## config.mk

```make
export PLATFORM = sky130hd
export DESIGN_NAME = smrq_cmp
export DESIGN_NICKNAME = d
export VERILOG_FILES = /design/src/sv/smrq_pkg.sv /design/src/sv/smrq_cmp.sv
export SDC_FILE = /design/constraint.sdc
export NUM_CORES = 1
export LEC_CHECK = 0
export BUFFER_PORTS_ARGS = -buffer_cell sky130_fd_sc_hd__buf_4
export CAP_MARGIN = 10
export CORE_AREA = 2 2 165 167
export DETAILED_ROUTE_END_ITERATION = 8
export DIE_AREA = 0 0 167 169
export PLACE_DENSITY = 0.32
export SYNTH_ARGS = -nofsm -noshare
export SYNTH_HDL_FRONTEND = slang
export SYNTH_SLANG_ARGS = --single-unit
```

## constraint.sdc

```tcl
create_clock -name vclk -period 1.75
set_clock_uncertainty 0.2 [all_clocks]
set_input_delay 0.0875 -clock vclk [all_inputs]
set_output_delay 0.0875 -clock vclk [all_outputs]
set_load 0.02 [all_outputs]
```

## src/sv/smrq_pkg.sv

```systemverilog
// Shared types, sizes and operation codes for the searchable message ring queue.
// No dependencies; every other file of the block imports this package.
`timescale 1ns / 1ps

package smrq_pkg;

  localparam int SLOTS     = 256;
  localparam int WORD_BITS = 32;
  localparam int PTR_W     = $clog2(SLOTS);
  localparam int CNT_W     = (PTR_W + 1 > 9) ? PTR_W + 1 : 9;
  localparam int CAP_W     = 8;
  localparam int OCC_W     = 8;
  localparam int CFG_W     = 32;
  localparam int CFG_IDX_W = 1;

  typedef logic [2:0]           func_t;
  typedef logic [WORD_BITS-1:0] word_t;
  typedef logic [PTR_W-1:0]     ptr_t;
  typedef logic [CNT_W-1:0]     cnt_t;

  localparam func_t FN_PUSH     = 3'd0;
  localparam func_t FN_POP      = 3'd1;
  localparam func_t FN_FIND_H   = 3'd2;
  localparam func_t FN_FIND_X   = 3'd3;
  localparam func_t FN_INVAL    = 3'd4;
  localparam func_t FN_ERASE_H  = 3'd5;
  localparam func_t FN_ERASE_HM = 3'd6;

  localparam logic [CFG_IDX_W-1:0] CFG_CAPACITY = 1'b0;
  localparam logic [CFG_IDX_W-1:0] CFG_INVALID  = 1'b1;

  typedef struct packed {
    word_t handle;
    word_t message;
    word_t param_a;
    word_t param_b;
  } entry_t;

  typedef struct packed {
    func_t  func;
    entry_t key;
  } req_t;

  typedef struct packed {
    logic   match;
    entry_t fix;
  } cmp_t;

  typedef struct packed {
    logic             ok;
    entry_t           ent;
    logic [OCC_W-1:0] occ;
  } rsp_t;

  // Next ring position, wrapping at the ring size n.
  function automatic ptr_t ptr_adv(ptr_t p, cnt_t n);
    cnt_t q;
    q = {{(CNT_W-PTR_W){1'b0}}, p} + cnt_t'(1);
    return (q >= n) ? '0 : q[PTR_W-1:0];
  endfunction

endpackage

```

## src/sv/smrq_cmp.sv

```systemverilog
// Shared compare unit: matches one stored entry against the request key and
// builds the cleared entry that an edit writes back. Depends on smrq_pkg.
`timescale 1ns / 1ps

module smrq_cmp import smrq_pkg::*; (
  input  func_t  func,
  input  entry_t key,
  input  entry_t ent,
  input  word_t  inv_code,
  output cmp_t   res
);

  logic hit_h;
  logic hit_m;
  logic hit_p;

  always_comb begin
    hit_h = (ent.handle == key.handle);
    hit_m = (ent.message == key.message);
    hit_p = (ent.param_a == key.param_a) && (ent.param_b == key.param_b);

    unique case (func)
      FN_FIND_H:   res.match = hit_h;
      FN_FIND_X:   res.match = hit_h && hit_m && hit_p;
      FN_INVAL:    res.match = hit_m;
      FN_ERASE_H:  res.match = hit_h;
      FN_ERASE_HM: res.match = hit_h && hit_m;
      default:     res.match = 1'b0;
    endcase

    // Invalidation keeps the handle; both erase forms wipe it.
    res.fix.handle  = (func == FN_INVAL) ? ent.handle : '0;
    res.fix.message = inv_code;
    res.fix.param_a = '0;
    res.fix.param_b = '0;
  end

endmodule

```

# Yosys cells after proc, flatten, opt, wreduce, memory -nomap -nowiden
# Cells that the tools add are included.
[totals] ff_bits=0 latchBits=0 ramBits=0 mem_bits_ro=0 inputBits=291 out_inout_bits=129 word_cells=15 memories=0
[op_classes] addsub=0 n_mul=0 div_mod_pow=0 n_lt_le_gt_ge=0 eq_ne=9 shifts=0 mux=2 bitwise_logic=0 n_reduce_logical=4
[ops] operator="32-bit == test" n=4
[ops] operator="32-bit 2-to-1 mux" n=1
[ops] operator="3-bit == test, second input constant" n=3
[ops] operator="3-bit by 2-bit == test with 1-bit output, second input constant" n=2
[ops] operator="1-bit one-hot mux with 4 select lines" n=1
[ops] operator="1-bit logical AND" n=3
[ops] operator="2-bit OR reduction" n=1

# Longest topological paths before layout
[logic_depth] depth_word=4 mapped_depth=6 mapped_depth_nobuf=6

# Least setup slack after synthesis
# Ideal clock, no wire load.
[synth_timing] kind="input to output" startpoint="in key[27] (netlist bit)" endpoint="out res[128] (netlist bit)" arrival_ps=1510 required_ps=1462 path_slack_ps=-47 path_stages=6 path_buffers=0 path_cell_list="xor2_1 > nor4_1 > nand4_1 > nor3_1 > a32oi_1 > o311ai_1"
[synth_lines] item="start, declared" line="smrq_cmp.sv:7" source="input entry_t key,"
[synth_lines] item="end, declared" line="smrq_cmp.sv:10" source="output cmp_t res"

==> results.sh <==
export IMPL_gp_congestion=0.693
export IMPL_power_w=0.00113
export IMPL_insertedDiodeCount=0
export IMPL_end_kind="output pin"
export IMPL_register_area_um2=0
export IMPL_flow_area_growth_from_synthesis_pct=109
export IMPL_chipWidth_um=167
export IMPL_floorplan_die_height_um=169
export IMPL_slew_violations=0
export IMPL_synth_cell_types=17
export IMPL_postRouteWirelength_mm=11.9
export IMPL_post_synth_inst_count=313
export IMPL_nFlopsAndLatches=0
export IMPL_routed_wire_length_per_instance_um=12.5
export IMPL_routed_via_density=3.08
export IMPL_grt_pass1_wl_mm=16.3
export IMPL_final_period_utilization=1.24
export IMPL_pwr_density_cell_nw_per_um2=226
export IMPL_setup_worst_path_start_class="primary input"
export IMPL_outcome="complete, but fails checks"
export IMPL_pre_antenna_drt_iters=4
export IMPL_timing_hold_violations_final=0
export IMPL_mappedNetlistArea_um2=2380
export IMPL_final_cell_mix="sky130_fd_sc_hd__buf_4 (299), sky130_fd_sc_hd__xor2_1 (90), sky130_fd_sc_hd__conb_1 (64)"
export IMPL_grt_start_max_net_pins=34
export IMPL_post_route_cells_drive_above_1_share=0.507
export IMPL_die_area_um2=28200
export IMPL_fp_coreArea_um2=26500
export IMPL_row_count=60
export IMPL_synth_warning_count=0
export IMPL_syn_mean_instance_area_um2=7.62
export IMPL_required_time_of_the_critical_path_ps=1460
export IMPL_grt_antenna_before_repair=0
export IMPL_finalSetupViolations=1
export IMPL_cap_viol_max_count=0
export IMPL_min_period_ps=2160
export IMPL_boundaryPins=420
export IMPL_grt_use_total=0.0736
export IMPL_static_leakage_power_nw=2.44
export IMPL_clockBufferCount=0
export IMPL_layout_setup_ws_ps=-414
export IMPL_achievable_frequency_mhz=462
export IMPL_place_inst=922
export IMPL_grt_overflow=0
export IMPL_irDropWorstVdd_uv=64.2
export IMPL_layout_nets=906
export IMPL_worstSetupStartpoint="key[29]"
export IMPL_num_vias=2942
export IMPL_data_arrival_time_at_the_worst_slack_endpoint_ps=1880
export IMPL_synth_yosys_seq_area_share=0
export IMPL_post_layout_nonfiller_instances=954
export IMPL_layout_cells_most_common="sky130_fd_sc_hd__buf_4"
export IMPL_hold_class="primary input to output pin"
export IMPL_critical_path_class="primary input to output pin"
export IMPL_rsz_0062_raised_after_global_routing="true"
export IMPL_io_buffers=292
export IMPL_place_hpwl_mm=10.6
export IMPL_grt_pass1_vias=2953
export IMPL_worst_setup_path_endpoint="res[128]"
export IMPL_route_detailed_drc=0
export IMPL_dr_first_iter_drc_count=26
export IMPL_violations_in_the_final_reports="negative setup slack"
export IMPL_antenna_violating_nets_post_route=0
export IMPL_crit_fanout=1
export IMPL_start_util=0.0899
[cell families after synthesis]
family,count (synthesis),share of synthesized area
XOR/XNOR,128,0.470
buffers and inverters,100,0.309
AND/OR/NAND/NOR,82,0.212
AO/OA/AOI/OAI,2,0.00735
other,1,0.00157
[Yosys cell counts]
| cell type | number | area share |
|---|---|---|
| sky130_fd_sc_hd__nor2_2 | 1 | 0.0026 |
| sky130_fd_sc_hd__nor3_1 | 3 | 0.0063 |
| sky130_fd_sc_hd__nand4b_1 | 1 | 0.0037 |
| sky130_fd_sc_hd__a32oi_1 | 1 | 0.0037 |
| sky130_fd_sc_hd__nand4_1 | 15 | 0.039 |
| sky130_fd_sc_hd__buf_4 | 96 | 0.30 |
| sky130_fd_sc_hd__nand2_1 | 2 | 0.0032 |
| sky130_fd_sc_hd__nor2b_1 | 2 | 0.0052 |
| sky130_fd_sc_hd__inv_1 | 1 | 0.0016 |
| sky130_fd_sc_hd__xnor2_1 | 37 | 0.14 |
| sky130_fd_sc_hd__o311ai_1 | 1 | 0.0037 |
| sky130_fd_sc_hd__clkbuf_1 | 3 | 0.0047 |
| sky130_fd_sc_hd__nor4_1 | 24 | 0.063 |
| sky130_fd_sc_hd__and2_1 | 33 | 0.087 |
| sky130_fd_sc_hd__xor2_1 | 91 | 0.33 |
| sky130_fd_sc_hd__nand3_1 | 1 | 0.0021 |
| sky130_fd_sc_hd__conb_1 | 1 | 0.0016 |
[worst max-delay path, cell delays in order]
cell and delay [ps]:
sky130_fd_sc_hd__buf_4 110, sky130_fd_sc_hd__xor2_1 160, sky130_fd_sc_hd__nor4_1 290, sky130_fd_sc_hd__buf_4 160, sky130_fd_sc_hd__nand4_1 160, sky130_fd_sc_hd__nor3_2 190
sky130_fd_sc_hd__buf_4 150, sky130_fd_sc_hd__a32oi_2 110, sky130_fd_sc_hd__o311ai_2 260, sky130_fd_sc_hd__buf_4 200
[power by group]
group | internal, W | switching (W) | total (W)
Combinational | 0.000621 | 0.000506 | 0.00113
Sequential | 0 | 0 | 0
Clock | 0 | 0 | 0
Total | 0.000621 | 0.000506 | 0.00113
[area by class of cell]
class	count	area, um2
Inverter	1	3.75
Tap cell	341	427
Multi-Input combinational cell	276	1920
Timing Repair Buffer	336	2630
Fill cell	3007	21500
[repair_timing]
action / CTS / global route
buffers inserted: 0 / 0
endpoints found under the setup margin: 1 / 1
pin swaps: 10 / 0
hold buffers: 32 / 0
gates resized for setup: 8 / 1
endpoints found under the hold margin: 32 / 0
[worst min-delay path by stage]
stage          slack, ps  endpoint         from  depth (start not counted)
6_report             300  res[124]     ent[124]                          3
5_1_grt              310  res[119]     ent[119]                          3
4_1_cts              300  res[113]     ent[113]                          3
3_5_place_dp         -20   res[64]  inv_code[0]                          0
3_3_place_gp         -20   res[64]  inv_code[0]                          0
2_1_floorplan         90   res[64]  inv_code[0]                          1
[routing by layer]
layer / part of all wire / up-vias / GRT usage / wire, um
li1: - / 1463 / - / -
met1: 0.32 / 1268 / 0.0737 / 3790
met2: 0.59 / 211 / 0.163 / 7100
met3: 0.088 / 0 / 0.0124 / 1050
met4: 0 / 0 / 0 / 0
met5: 0 / - / 0 / 0
[stage by stage]
stage	instance area, um2	TNS [ps]	worst slack [ps]	utilization	hold slack (ps)
2_1_floorplan	2630	0	116	-	87.6
3_3_place_gp	4620	-691	-691	0.174	-24.9
3_5_place_dp	4620	-755	-755	0.174	-24.9
4_1_cts	4980	-585	-585	0.188	300
5_1_grt	4980	-626	-626	0.188	312
6_report	4980	-414	-414	0.188	298
(Power assumes the default switching activity.)
